==> config.mk <==
export PLATFORM = sky130hd
export DESIGN_NAME = kfod_queue
export DESIGN_NICKNAME = d
export VERILOG_FILES = /design/src/hdl/kfod_pkg.sv /design/src/hdl/kfod_queue.sv
export SDC_FILE = /design/constraint.sdc
export NUM_CORES = 1
export LEC_CHECK = 0
export BUFFER_PORTS_ARGS = -buffer_cell sky130_fd_sc_hd__buf_2
export CELL_PAD_IN_SITES_DETAIL_PLACEMENT = 0
export CELL_PAD_IN_SITES_GLOBAL_PLACEMENT = 1
export CORE_MARGIN = 2
export CORE_UTILIZATION = 47
export CTS_BUF_LIST = sky130_fd_sc_hd__clkbuf_2 sky130_fd_sc_hd__clkbuf_4 sky130_fd_sc_hd__clkbuf_8
export DETAILED_ROUTE_END_ITERATION = 16
export PLACE_DENSITY_LB_ADDON = 0.1
export REMOVE_ABC_BUFFERS = 1
export SLEW_MARGIN = 20
export SYNTH_ARGS = -nofsm -noshare
export SYNTH_HDL_FRONTEND = slang
export SYNTH_SLANG_ARGS = --single-unit
==> constraint.sdc <==
create_clock -name clock -period 3.85 [get_ports clock]
set_input_delay 0.77 -clock clock [delete_from_list [all_inputs] [get_ports clock]]
set_output_delay 0.77 -clock clock [all_outputs]
set_load 0.03 [all_outputs]
==> src/hdl/kfod_pkg.sv <==
// Shared constants and types of the first-order displacement kernel.
// No dependencies.
`default_nettype none
package kfod_pkg;

   localparam int GRID_SIZE = 512;
   localparam int IDX_W     = $clog2(GRID_SIZE);
   localparam int MAG_W     = IDX_W;
   localparam int SQ_W      = 2 * MAG_W;
   localparam int SUM_W     = SQ_W + 2;
   localparam int DATA_W    = 32;
   localparam int FRAC_W    = 16;
   localparam int PROD_W    = 2 * DATA_W;
   localparam int N_W       = PROD_W + MAG_W;
   localparam int T_W       = N_W + 1;
   localparam int M_W       = T_W - (FRAC_W + 1);
   localparam int Q_W       = DATA_W;
   localparam int REM_W     = SUM_W + Q_W;
   localparam int DIV_ST    = Q_W + 1;
   localparam int QDEPTH    = 4;
   localparam int QPTR_W    = $clog2(QDEPTH);
   localparam int QCNT_W    = QPTR_W + 1;
   localparam int NPARTS    = 6;

   localparam logic [IDX_W-1:0]  HALF_IDX   = IDX_W'(GRID_SIZE / 2);
   localparam logic [DATA_W-1:0] INV_DK_RST = 32'h0001_0000;
   localparam logic [DATA_W-1:0] SAT_POS    = 32'h7FFF_FFFF;
   localparam logic [DATA_W-1:0] SAT_NEG    = 32'h8000_0000;

   typedef struct packed {
      logic [NPARTS-1:0] neg;
      logic [2:0]        kill;
   } ctl_type;

   typedef struct packed {
      logic [2:0][MAG_W-1:0] amag;
      logic [SUM_W-1:0]      s;
      logic [DATA_W-1:0]     re_mag;
      logic [DATA_W-1:0]     im_mag;
      ctl_type               ctl;
   } item_type;

endpackage
`default_nettype wire

==> src/hdl/kfod_queue.sv <==
// Four-entry word queue between front and back end.
// Depends on kfod_pkg.
`default_nettype none
module kfod_queue (
   input  logic               clock,
   input  logic               reset,
   input  logic               push,
   input  kfod_pkg::item_type push_item,
   input  logic               pop,
   output kfod_pkg::item_type pop_item,
   output logic               full,
   output logic               empty
);

   kfod_pkg::item_type                mem_ff [kfod_pkg::QDEPTH];
   logic [kfod_pkg::QPTR_W-1:0]       wr_ptr_ff, wr_ptr_in;
   logic [kfod_pkg::QPTR_W-1:0]       rd_ptr_ff, rd_ptr_in;
   logic [kfod_pkg::QCNT_W-1:0]       count_ff, count_in;

   assign full     = (count_ff == kfod_pkg::QCNT_W'(kfod_pkg::QDEPTH));
   assign empty    = (count_ff == '0);
   assign pop_item = mem_ff[rd_ptr_ff];

   always_comb begin
      wr_ptr_in = push ? wr_ptr_ff + 1'b1 : wr_ptr_ff;
      rd_ptr_in = pop  ? rd_ptr_ff + 1'b1 : rd_ptr_ff;
      count_in  = count_ff + kfod_pkg::QCNT_W'(push) - kfod_pkg::QCNT_W'(pop);
   end

   always_ff @(posedge clock) begin
      if (reset) begin
         wr_ptr_ff <= '0;
         rd_ptr_ff <= '0;
         count_ff  <= '0;
      end else begin
         wr_ptr_ff <= wr_ptr_in;
         rd_ptr_ff <= rd_ptr_in;
         count_ff  <= count_in;
      end
   end

   always_ff @(posedge clock) begin
      if (push) begin
         mem_ff[wr_ptr_ff] <= push_item;
      end
   end

endmodule
`default_nettype wire

Word-level counts from Yosys, hierarchy flattened
Memories as Yosys holds them, arrays and structs flattened. A register that Yosys moved wholly into a read port is not among the register bits.
Cells that the tools add are included.

storage, ports and cells
  bits in registers = 7
  bits in latches = 0
  bits in writable memories = 480
  bits in read-only memories = 0
  bits of input ports = 124
  output and inout port bits = 122
  word-level logic and storage cells = 14
  memories = 1

memory list
  memory  words  bits a word  read ports  clocked after memory_dff  write ports  RTL line          RTL
  mem_ff  4      120          1           1                         1            kfod_queue.sv:15  kfod_pkg::item_type mem_ff [kfod_pkg::QDEPTH];

cells by class
  add/subtract/negate cells = 4
  multiply operators = 0
  divide/modulo/power cells = 0
  order comparisons = 0
  equal/unequal tests = 1
  shift operators = 0
  multiplexer cells = 4
  bitwise operators = 0
  reduce and logical (&&, ||, !) cells = 1

operators with widths
  cell                   count
  $add A2 B1 Y2 const B  2
  $mux W2                2
  $add A3 B1 Y3          1
  $eq A3 B3 Y1 const B   1
  $logic_not A3 Y1       1
  $sub A3 B1 Y3          1
  $mux W1                2

Depth between registers and ports, before layout
  word-level depth = 3
  gate-level depth with buffers = 7
  gate-level depth less buffers = 7

Worst setup path after synthesis
Ideal clock, no wire load.

  path kind = input port to flip-flop
  start point = input port push
  end point = memory mem_ff[0][0] (netlist name), enable pin
  arrival = 3.525 ns
  required time = 3.357 ns
  setup slack = -0.167 ns
  cell stages on the path = 1
  cells stage by stage = and2_1

on the way
  longest elaborated chain between the ends = 2

ends and longest elaborated chain
  what                           RTL line          RTL
  start: declaration             kfod_queue.sv:7   input logic push,
  $mux W1                        kfod_queue.sv:43  if (push) begin
  $mux W1 (not written as such)  kfod_queue.sv:44  mem_ff[wr_ptr_ff] <= push_item;
  end: declaration               kfod_queue.sv:15

No other way between the ends.

==> impl_metrics.csv <==
group,metric,value,unit
critical_path,critPathArrivalTime,2.48,ns
placement,placed_cell_area,19700,um^2
sta,report.final.slew_viol_count,0,
global_route,grt.overflow.total,0,
routing,detail_route.vias_per_cell,5.23,
yosys,syn-cell-area,17700,um^2
sta,final_period_minus_worst_setup_slack,3.25,ns
critical_path,crit-reg2reg-launch,"wr_ptr_ff[0]",
sta,grt_setup_unrepaired,"no",
cts,cts_tree,"yes",
power,p_leak,7.15,nW
power,power_per_cell_area,559,nW/um^2
critical_path,worstPathCellList,"buf_12 > mux4_2 > buf_2",
floorplan,io-pin-count,246,
global_route,groute.layer.met3.usage,5.79,%
global_route,grt_pass1_vias,8834,
routing,drtIter0Drc,391,
cts,cts_buffer_depth,3,
floorplan,start_util,47.5,%
cts,cts_max_level,3,
worst_hold_path,min_path_cells,1,
yosys,synth_cell_type_count,21,
routing,routed-via-count,8111,
critical_path,timing.critical_path.fanout_max,36,
routing,drt_pre_antenna_iters,4,
yosys,sequential_to_total_area_share_from_yosys_stat,82.2,%
routing,drcViolationCount,0,
layout,layout.cell_area.non_filler,21200,um^2
yosys,postSynthRegisterBits,489,
power,max-vdd-ir-drop,356,uV
yosys,yosys_warnings,0,
routing,drt.antenna.violating_nets,0,
routing,drt-total-wl,34.9,mm
sta,finalHoldWorstSlack,0.375,ns
layout,nNetsFinal,1115,
layout,area.growth.synth_to_final,19.3,%
worst_hold_path,hold-path-endpoint,"mem_ff[3][19]",
yosys,synth_most_common_cell,"sky130_fd_sc_hd__edfxtp_1",
sta,clock-skew-final,0.0158,ns
critical_path,r2r_cells,4,
sta,timing.slew.headroom,54.6,%
global_route,gr-usage-all-layers,18.3,%
yosys,async_reset_ff_share,0,%
global_route,grt_antenna_before_repair,7,
floorplan,vertical_extent_of_the_die,198,um
floorplan,floorplan.die.width,198,um
sta,timing_hold_violations_final,0,
cts,cts.hold.buffers_added,0,
critical_path,cpMaxStageDelayCell,"sky130_fd_sc_hd__dfxtp_4",
placement,hpwlAfterDp,21.0,mm
cts,clk-insertion-delay-late,0.60,ns
critical_path,cpPeakStageDelay,0.69,ns
global_route,grt.met2_usage,29.1,%
power,post-layout-total-power,11.8,mW
cts,cts.repair_timing.setup_buffer_count,0,
layout,postLayoutCoreUtil,56.6,%
sta,report.final.setup_viol,0,
global_route,grt_util_met1,23.5,%
yosys,avgSynthCellArea,26.6,um^2
cts,cts_num_sinks,489,
critical_path,cp_top_family,"flip-flops",
yosys,most_instantiated_flip_flop_cell_in_the_synthesis_netlist,"sky130_fd_sc_hd__edfxtp_1",
worst_hold_path,min_from,"push_item[19]",
yosys,area_share_of_the_largest_cell_type_after_synthesis,81.2,%
sta,clock.fmax,0.308,GHz
floorplan,dieArea,39300,um^2
cts,clk_root_buffer_cell,"sky130_fd_sc_hd__clkbuf_8",
placement,place.gp.congestion,0.719,
yosys,synth_commonest_cells,"480 x sky130_fd_sc_hd__edfxtp_1, 120 x sky130_fd_sc_hd__mux4_2, 12 x sky130_fd_sc_hd__buf_2, 10 x sky130_fd_sc_hd__buf_6, 9 x sky130_fd_sc_hd__dfxtp_1",
routing,post_drt_wl_per_cell,22.5,um
global_route,grt_start_max_net_pins,53,
yosys,largest_area_contributor_in_the_synthesized_netlist,"sky130_fd_sc_hd__edfxtp_1",
critical_path,end_kind,"output port",
critical_path,critPathBufInv,2,
layout,post_route_cells_drive_above_1_share,48.4,%
critical_path,timing_worst_setup_path_type,"reg -> out",
cts,clk_pin_slew_worst_paths,0.06,ns
global_route,global_route.peak_usage_layer,"met2",
floorplan,rows,71,
global_route,grt_first_pass_wirelength,52.1,mm
sta,period_share,84.4,%
critical_path,start_kind,"flip-flop",
worst_hold_path,worst_min_path_class,"in -> reg",
critical_path,worst-r2r-setup-slack,1.78,ns
placement,buffer_ports.inserted,245,
yosys,synthTopCellsByArea,"sky130_fd_sc_hd__edfxtp_1 81%, sky130_fd_sc_hd__mux4_2 15%, sky130_fd_sc_hd__dfxtp_1 1.0%, sky130_fd_sc_hd__buf_6 0.63%, sky130_fd_sc_hd__ha_1 0.42%",
floorplan,core,37400,um^2
cts,cts_buffers,77,
flow_run,maxCapViolations,0,
sta,timing_worst_slew_pin_value,0.681,ns
yosys,synth_enable_flop_cells,480,
outcome,status,"completed",
critical_path,crit-reg2reg-capture,"mem_ff[2][72]",
yosys,netlist_instances,668,
cts,cts_resized,0,
critical_path,critical_path_required,3.08,ns
sta,final.setup.tns,0,ns
[registers in the layout, indices dropped and copies added (netlist names), named ones only]
register / count
count_ff: 3
mem_ff: 480
rd_ptr_ff: 2
wr_ptr_ff: 2
[worst max-delay path by stage]
stage	end	cells after the start	slack [ns]	start
2_1_floorplan	pop_item[0]	1	-2.69	flip-flop
3_3_place_gp	pop_item[63]	3	1.18	flip-flop
3_5_place_dp	pop_item[35]	3	1.16	flip-flop
4_1_cts	pop_item[35]	3	0.48	flip-flop
5_1_grt	pop_item[109]	3	0.42	flip-flop
6_report	pop_item[109]	3	0.60	flip-flop
[per-layer routing]
metal  part of all wire (%)  vias up  routed length, um
li1                       -     3539                  -
met1                     41     4247              14400
met2                     49      255              17100
met3                    7.5       64               2610
met4                    2.2        6                779
met5                  0.092        -                 32
[where the power goes]
group / switching, mW / total, mW / internal (mW)
clock network: 1.86 / 4.24 / 2.38
logic: 0.882 / 1.40 / 0.515
registers: 0.0837 / 6.21 / 6.12
total: 2.83 / 11.8 / 9.02
[metrics by stage]
stage               instances  setup WS, ns
detailed placement       1416          1.16
global route             1547         0.415
CTS                      1547         0.480
finish                   1552         0.601
floorplan                 642         -2.69
global placement         1416          1.18
[placed cells by master (no fill, tap or decap), drive strengths merged, types with 5 or more instances in the layout]
cell type  synthesis  routed
dfxtp              9       9
ha                 6       6
clkbuf             3     100
nor2               5       5
diode              0       5
inv                6       6
mux4             120     120
edfxtp           480     480
buf               23     263
clkinv             0      27
[area by class of cell]
class,instances,area [um^2]
Antenna cell,5,12.5
Clock buffer,100,1260
Sequential cell,489,14600
Inverter,6,22.5
Clock inverter,31,230
Timing Repair Buffer,263,1460
Fill cell,2785,16200
Tap cell,511,639
Multi-Input combinational cell,147,2950
[logic make-up (layout without fill, tap and decap cells)]
family,count (synthesis),after routing,share of synthesized area [%]
muxes,121,121,15.3
AOI/OAI and AO/OA,2,2,0.0846
and+or+nand+nor,14,14,0.423
DFF,489,489,82.2
adders and majority gates,7,7,0.536
other,0,5,0
buffers and inverters,32,400,1.21
xor gates and xnor gates,3,3,0.233
No activity file was read; power rests on OpenSTA's default activity.
