<file path="src/hdl/kfod_pkg.sv">
// Shared constants and types of the first-order displacement kernel.
// No dependencies.
`default_nettype none
package kfod_pkg;

   localparam int GRID_SIZE = 512;
   localparam int IDX_W     = $clog2(GRID_SIZE);
   localparam int MAG_W     = IDX_W;
   localparam int SQ_W      = 2 * MAG_W;
   localparam int SUM_W     = SQ_W + 2;
   localparam int DATA_W    = 32;
   localparam int FRAC_W    = 16;
   localparam int PROD_W    = 2 * DATA_W;
   localparam int N_W       = PROD_W + MAG_W;
   localparam int T_W       = N_W + 1;
   localparam int M_W       = T_W - (FRAC_W + 1);
   localparam int Q_W       = DATA_W;
   localparam int REM_W     = SUM_W + Q_W;
   localparam int DIV_ST    = Q_W + 1;
   localparam int QDEPTH    = 4;
   localparam int QPTR_W    = $clog2(QDEPTH);
   localparam int QCNT_W    = QPTR_W + 1;
   localparam int NPARTS    = 6;

   localparam logic [IDX_W-1:0]  HALF_IDX   = IDX_W'(GRID_SIZE / 2);
   localparam logic [DATA_W-1:0] INV_DK_RST = 32'h0001_0000;
   localparam logic [DATA_W-1:0] SAT_POS    = 32'h7FFF_FFFF;
   localparam logic [DATA_W-1:0] SAT_NEG    = 32'h8000_0000;

   typedef struct packed {
      logic [NPARTS-1:0] neg;
      logic [2:0]        kill;
   } ctl_type;

   typedef struct packed {
      logic [2:0][MAG_W-1:0] amag;
      logic [SUM_W-1:0]      s;
      logic [DATA_W-1:0]     re_mag;
      logic [DATA_W-1:0]     im_mag;
      ctl_type               ctl;
   } item_type;

endpackage
`default_nettype wire

</file>
<file path="src/hdl/kfod_front.sv">
// Front end: maps indices to signed modes, |n|^2, magnitudes, signs and zeroing flags.
// Depends on kfod_pkg.
`default_nettype none
module kfod_front (
   input  logic [kfod_pkg::IDX_W-1:0]         x_index,
   input  logic [kfod_pkg::IDX_W-1:0]         y_index,
   input  logic [kfod_pkg::IDX_W-1:0]         z_index,
   input  logic signed [kfod_pkg::DATA_W-1:0] delta_re,
   input  logic signed [kfod_pkg::DATA_W-1:0] delta_im,
   output kfod_pkg::item_type                 item
);

   logic [2:0][kfod_pkg::IDX_W-1:0] idx;
   logic [2:0][kfod_pkg::SQ_W-1:0]  sq;
   logic [2:0]                      mneg;
   logic [2:0]                      nyq;
   logic                            re_neg;
   logic                            im_neg;

   always_comb begin
      idx[0] = x_index;
      idx[1] = y_index;
      idx[2] = z_index;
      re_neg = delta_re[kfod_pkg::DATA_W-1];
      im_neg = delta_im[kfod_pkg::DATA_W-1];
      item.re_mag = re_neg ? (~delta_re + 1'b1) : delta_re;
      item.im_mag = im_neg ? (~delta_im + 1'b1) : delta_im;
      for (int a = 0; a < 3; a++) begin
         mneg[a] = idx[a][kfod_pkg::IDX_W-1];
         nyq[a]  = (idx[a] == kfod_pkg::HALF_IDX);
         item.amag[a] = mneg[a] ? (~idx[a] + 1'b1) : idx[a];
         sq[a] = item.amag[a] * item.amag[a];
         item.ctl.neg[2*a]   = (mneg[a] == im_neg);
         item.ctl.neg[2*a+1] = mneg[a] ^ re_neg;
      end
      item.s = kfod_pkg::SUM_W'(sq[0]) + kfod_pkg::SUM_W'(sq[1]) + kfod_pkg::SUM_W'(sq[2]);
      for (int a = 0; a < 3; a++) begin
         item.ctl.kill[a] = nyq[a] || (item.amag[a] == '0) || (item.s == '0);
      end
   end

endmodule
`default_nettype wire

</file>
<file path="config.mk">
export PLATFORM = sky130hd
export DESIGN_NAME = kfod_front
export DESIGN_NICKNAME = d
export VERILOG_FILES = /design/src/hdl/kfod_pkg.sv /design/src/hdl/kfod_front.sv
export SDC_FILE = /design/constraint.sdc
export NUM_CORES = 1
export LEC_CHECK = 0
export ABC_AREA = 1
export BUFFER_PORTS_ARGS = -buffer_cell sky130_fd_sc_hd__buf_2
export CAP_MARGIN = 30
export CORE_ASPECT_RATIO = 1.2
export CORE_MARGIN = 4
export CORE_UTILIZATION = 50
export DETAILED_ROUTE_END_ITERATION = 10
export PLACE_DENSITY = 0.75
export RECOVER_POWER = 25
export SETUP_SLACK_MARGIN = 0.05
export SYNTH_ARGS = -nofsm -noshare
export SYNTH_HDL_FRONTEND = slang
export SYNTH_SLANG_ARGS = --single-unit
</file>
<file path="constraint.sdc">
create_clock -name vclk -period 16.1
set_input_delay 3.22 -clock vclk [all_inputs]
set_output_delay 3.22 -clock vclk [all_outputs]
set_load 0.05 [all_outputs]
</file>
[After elaboration in Yosys (flattened, before gate mapping)]
Cells that the tools add are included.
Operators by class
  bitwise gates (word level): 8
  mux-type cells: 5
  reduce and logical (&&, ||, !) cells: 10
  add/sub/neg operators: 7
  multipliers: 3
  eq/ne operators: 6
Operators with widths (count)
  $add 32x1->32 const B: 2
  $mux 32: 2
  $not 32->32: 2
  $mul 9x9->18: 3
  $add 9x1->9 const B: 3
  $eq 9x9->1 const B: 3
  $logic_not 9->1: 3
  $mux 9: 3
  $not 9->9: 3
  $add 19x18->20: 1
  $logic_not 20->1: 1
  $add 18x18->19: 1
  $logic_or 1x1->1: 6
  $eq 1x1->1: 3
  $xor 1x1->1: 3
Word-level totals
  flip-flop bits (word level): 0
  logic and storage cells: 39

[Depth between registers and ports, before layout]
Gate-level depths: netlist of run 1.
  depth in word-level cells: 8
  depth in mapped cells: 38
  mapped depth without buffers: 38

[Worst setup path before layout of run 1]
No wires, ideal clock.
  path kind: input-to-output
  from: in y_index[0] (netlist name)
  to: out item[0] (netlist name)
  buffers on the path: 0
  stages: 31
  arrival time: 10889 ps
  slack: 1991 ps
  path through: inv_2 > ha_1 > nand3_1 > inv_1 > nand2_1 > nor4_2 > inv_1 > nor2_1 > inv_1 > fa_1 > fa_1 > inv_1 > fa_1 > fa_1 > fa_1 > fa_1 > inv_1 > fa_1 > inv_1 > ha_1 > nand2_1 > inv_1 > a21oi_1 > nand2_1 > nand2_1 > nand2_1 > nor2_1 > nand3_1 > nor2_1 > nand3_1 > nand2_1
RTL lines
  start, declared: line kfod_front.sv:6  | input logic [kfod_pkg::IDX_W-1:0] y_index,
  end, declared: line kfod_front.sv:10  | output kfod_pkg::item_type item

==> flow_metrics.tcl, run 1 <==
set metrics [dict create \
    layout-drive-gt1-share 0.155 \
    num_rows 54 \
    netlist_area_um2 9480 \
    share_of_the_cycle_needed_by_the_critical_path_after_routing 0.877 \
    n_clock_buffer 0 \
    setup.worst_path.end_class "output pin" \
    hpwlAfterDp_mm 21.6 \
    post-synth-top-count-cell "inv_1" \
    routabilityCongestion 0.930 \
    wl_per_cell_um 12.9 \
    ys_top_cells_by_area "fa_1 35%, inv_1 16%, ha_1 12%" \
    detail_route.vias_per_cell 4.82 \
    setup.worst_path.start_class "input pin" \
    ios 211 \
    post_cts.resized_instances 0 \
    synth_top_area_share 0.346 \
    drv_slew 0 \
    cpLargestDelayFamily "adder cells" \
    path_depth 35 \
    critical_path_class "input pin to output pin" \
    layout.cell_area.non_filler_um2 10800 \
    setup.worst_path.start "x_index[0]" \
    ys_seq_area_frac 0 \
    groute.usage.overall 0.225 \
    num-fill-cells 1805 \
    drc 0 \
    netlist.top_cell.by_area "fa_1" \
    timing_hold_violations_final 0 \
    syn_inst 1362 \
    post_cts_buffers 0 \
    critPathArrivalTime_ns 10.90 \
    critical_path_required_ns 12.88 \
    dieWidth_um 134 \
    cell_depth_of_the_worst_hold_path 3 \
    grt_setup_unrepaired "no" \
    detail_route.wirelength_mm 23.5 \
    drv.max_cap_violation_count 0 \
    nFlopsAndLatches 0 \
    placedInstanceArea_um2 10800 \
    ys.warnings.count 0 \
    critPathCapture "item[1]" \
    buffers_inverters_on_critical_path 11 \
    largest_fanout_of_any_net_on_the_critical_path 12 \
    synth.avg_cell_area_um2 6.96 \
    via_count 8760 \
    number_of_global_route_vias_before_repair 9126 \
    crit_path_max_incr_delay_ns 0.56 \
    flow.area_growth_from_synthesis_pct 13.5 \
    critical_path.slowest_cell "fa_1" \
    min_period_ns 14.12 \
    netlist-cell-type-count 47 \
    timing.max_slew.rel_slack 0.242 \
    number_of_antenna_violations_at_the_first_check_in_global_routing 0 \
    detail_route.iter0.violations 384 \
    grt_remaining_overflow 0 \
    final_critical_path_setup_slack_ns 1.98 \
    route.antenna.remaining_nets 0 \
    die_h_um 159 \
    outcome "finished clean" \
    antenna-diode-count 0 \
    seqCellArea_um2 0 \
    ctsHoldBuffers 0 \
    tns_ns 0 \
    die_area_um2 21200 \
    portBuffers 211 \
    maxClockFrequency_mhz 70.8 \
    most_common_library_cells_after_synthesis "399 x inv_1, 251 x nand2_1, 164 x fa_1" \
    core_um2 18400 \
    crit_top_cell "inv_1" \
    grt_start_max_net_pins 27 \
    floorplan.initialDensity 0.516 \
    global_route_wire_length_before_repair_mm 40.4 \
    hold_class "input pin to output pin" \
    timing_worst_slew_pin_value_ns 1.14 \
    place_worst_setup_slack_ns 2.07 \
    report.final.setup_viol 0 \
    layout.nets 1912 \
    drt_first_pass_iters 4 \
]
-- worst min path at each step --
stage               slack (ns)          from   endpoint
detailed placement        6.75   delta_re[0]   item[41]
global route              6.82  delta_im[28]   item[37]
finish                    6.80  delta_im[28]   item[37]
global placement          6.75   delta_re[0]   item[41]
CTS                       6.75   delta_re[0]   item[41]
floorplan                 6.51    x_index[7]  item[101]
-- logic make-up (layout without fill, tap and decap cells) --
| family | Yosys count | in the layout | share of synthesized area |
|---|---|---|---|
| buffers and inverters | 442 | 634 | 0.179 |
| other | 2 | 15 | 0.000792 |
| xor gates and xnor gates | 78 | 78 | 0.0757 |
| and+or+nand+nor | 523 | 523 | 0.244 |
| AOI/OAI and AO/OA | 65 | 65 | 0.0376 |
| adders and majority gates | 252 | 252 | 0.463 |
-- through the flow --
step                 util  instances  hold WS (ns)
CTS                 0.587       1819          6.75
detailed placement  0.587       1819          6.75
floorplan               -       1375          6.51
global route        0.585       1819          6.82
finish              0.585       1819          6.80
global placement    0.587       1819          6.75
-- placed cells by master, fill, tap and decap left out, types with 23 or more instances in the layout --
cell,count
buf_2,183
clkbuf_1,28
fa_1,164
ha_1,88
inv_1,400
nand2_1,251
nand3_1,56
nor2_1,146
o21ai_0,23
xor2_1,57
-- metal layers --
layer  up-vias  global-route usage  share of wire  routed length, µm
met1      4123               0.265           0.38               9010
met3        54              0.0133          0.048               1130
met5         -                   0              0                  0
met2       239               0.435           0.53              12400
met4         0              0.0664          0.038                882
li1       4344                   -              -                  -
-- layout make-up --
class / instances / area [µm²] / area share
inverters: 423 / 1590 / 0.148
multi-input cells: 933 / 7820 / 0.728
well taps: 252 / 315 / 0.0293
repair buffers: 211 / 1020 / 0.0950
Power of run 1 is not shown: default switching activity piles up to over one toggle a cycle in this logic, so the estimate is an artifact.
==> run 2: changes to the inputs <==
clock period = 14.4 ns   (was 16.1 ns; I/O delays follow)
==> flow_metrics.tcl, run 2 (synthesized netlist as in run 1, its figures left out) <==
set metrics [dict create \
    outcome "finished clean" \
    die_area_um2 21200 \
    setup.worst_path.end_class "output pin" \
    critPathArrivalTime_ns 10.69 \
    core_um2 18400 \
    global_route_wire_length_before_repair_mm 40.5 \
    number_of_antenna_violations_at_the_first_check_in_global_routing 0 \
    portBuffers 211 \
    hpwlAfterDp_mm 21.9 \
    drc 0 \
    num_rows 54 \
    critical_path.slowest_cell "fa_1" \
    groute.usage.overall 0.228 \
    detail_route.vias_per_cell 4.79 \
    flow.area_growth_from_synthesis_pct 13.5 \
    post_cts.resized_instances 0 \
    grt_setup_unrepaired "no" \
    dieWidth_um 134 \
    wl_per_cell_um 13.1 \
    timing_hold_violations_final 0 \
    buffers_inverters_on_critical_path 11 \
    ios 211 \
    tns_ns 0 \
    critical_path_required_ns 11.52 \
    grt_remaining_overflow 0 \
    post_cts_buffers 0 \
    timing.max_slew.rel_slack 0.250 \
    hold_class "input pin to output pin" \
    drv.max_cap_violation_count 0 \
    routabilityCongestion 0.903 \
    via_count 8719 \
    nFlopsAndLatches 0 \
    drt_first_pass_iters 5 \
    timing_worst_slew_pin_value_ns 1.13 \
    drv_slew 0 \
    route.antenna.remaining_nets 0 \
    critical_path_class "input pin to output pin" \
    share_of_the_cycle_needed_by_the_critical_path_after_routing 0.942 \
    report.final.setup_viol 0 \
    min_period_ns 13.57 \
    setup.worst_path.start_class "input pin" \
    detail_route.iter0.violations 349 \
    layout-drive-gt1-share 0.156 \
    crit_top_cell "inv_1" \
    detail_route.wirelength_mm 23.8 \
    antenna-diode-count 0 \
    n_clock_buffer 0 \
    grt_start_max_net_pins 27 \
    num-fill-cells 1818 \
    top_library_cells_by_usage_in_the_layout_fill_and_taps_aside "400 x inv_1, 251 x nand2_1, 183 x buf_2" \
    maxClockFrequency_mhz 73.7 \
    cpLargestDelayFamily "adder cells" \
    ctsHoldBuffers 0 \
    crit_path_max_incr_delay_ns 0.55 \
    seqCellArea_um2 0 \
    floorplan.initialDensity 0.516 \
    die_h_um 159 \
    number_of_global_route_vias_before_repair 9011 \
    largest_fanout_of_any_net_on_the_critical_path 12 \
    final_common_cell "inv_1" \
    layout.nets 1913 \
]
[run 2: tightest hold or removal path, stage by stage]
cell	delay [ns]
buf_2	0.09
xor2_1	0.05
buf_2	0.20
[run 2: path summary, 6_finish.rpt]
kind / start / to / slack (ns) / cells past startpoint
hold / removal: delta_im[28] / item[37] / 6.11 / 3
setup / recovery: x_index[0] / item[2] / 0.83 / 35
[run 2: layout make-up]
type               instances  area, µm²  share of cell area
repair buffers           212       1030              0.0956
inverters                423       1590               0.148
multi-input cells        933       7820               0.727
well taps                252        315              0.0293
[run 2: stage by stage]
step / cell area [µm²] / utilization / hold WS (ns) / setup WS (ns) / instances
5_1_grt: 10800 / 0.586 / 6.13 / 0.255 / 1820
6_report: 10800 / 0.586 / 6.11 / 0.831 / 1820
3_5_place_dp: 10800 / 0.588 / 6.07 / 0.974 / 1820
2_1_floorplan: 9530 / - / 5.83 / 0.971 / 1375
4_1_cts: 10800 / 0.588 / 6.07 / 0.956 / 1820
3_3_place_gp: 10800 / 0.588 / 6.07 / 1.05 / 1820
[run 2: metal layers]
layer	global-route usage	vias up	wire, µm
met1	0.269	4101	9020
li1	-	4344	-
met4	0.0641	0	850
met3	0.0149	45	1280
met2	0.439	229	12600
met5	0	-	0
Power of run 2 is left out for the same reason.
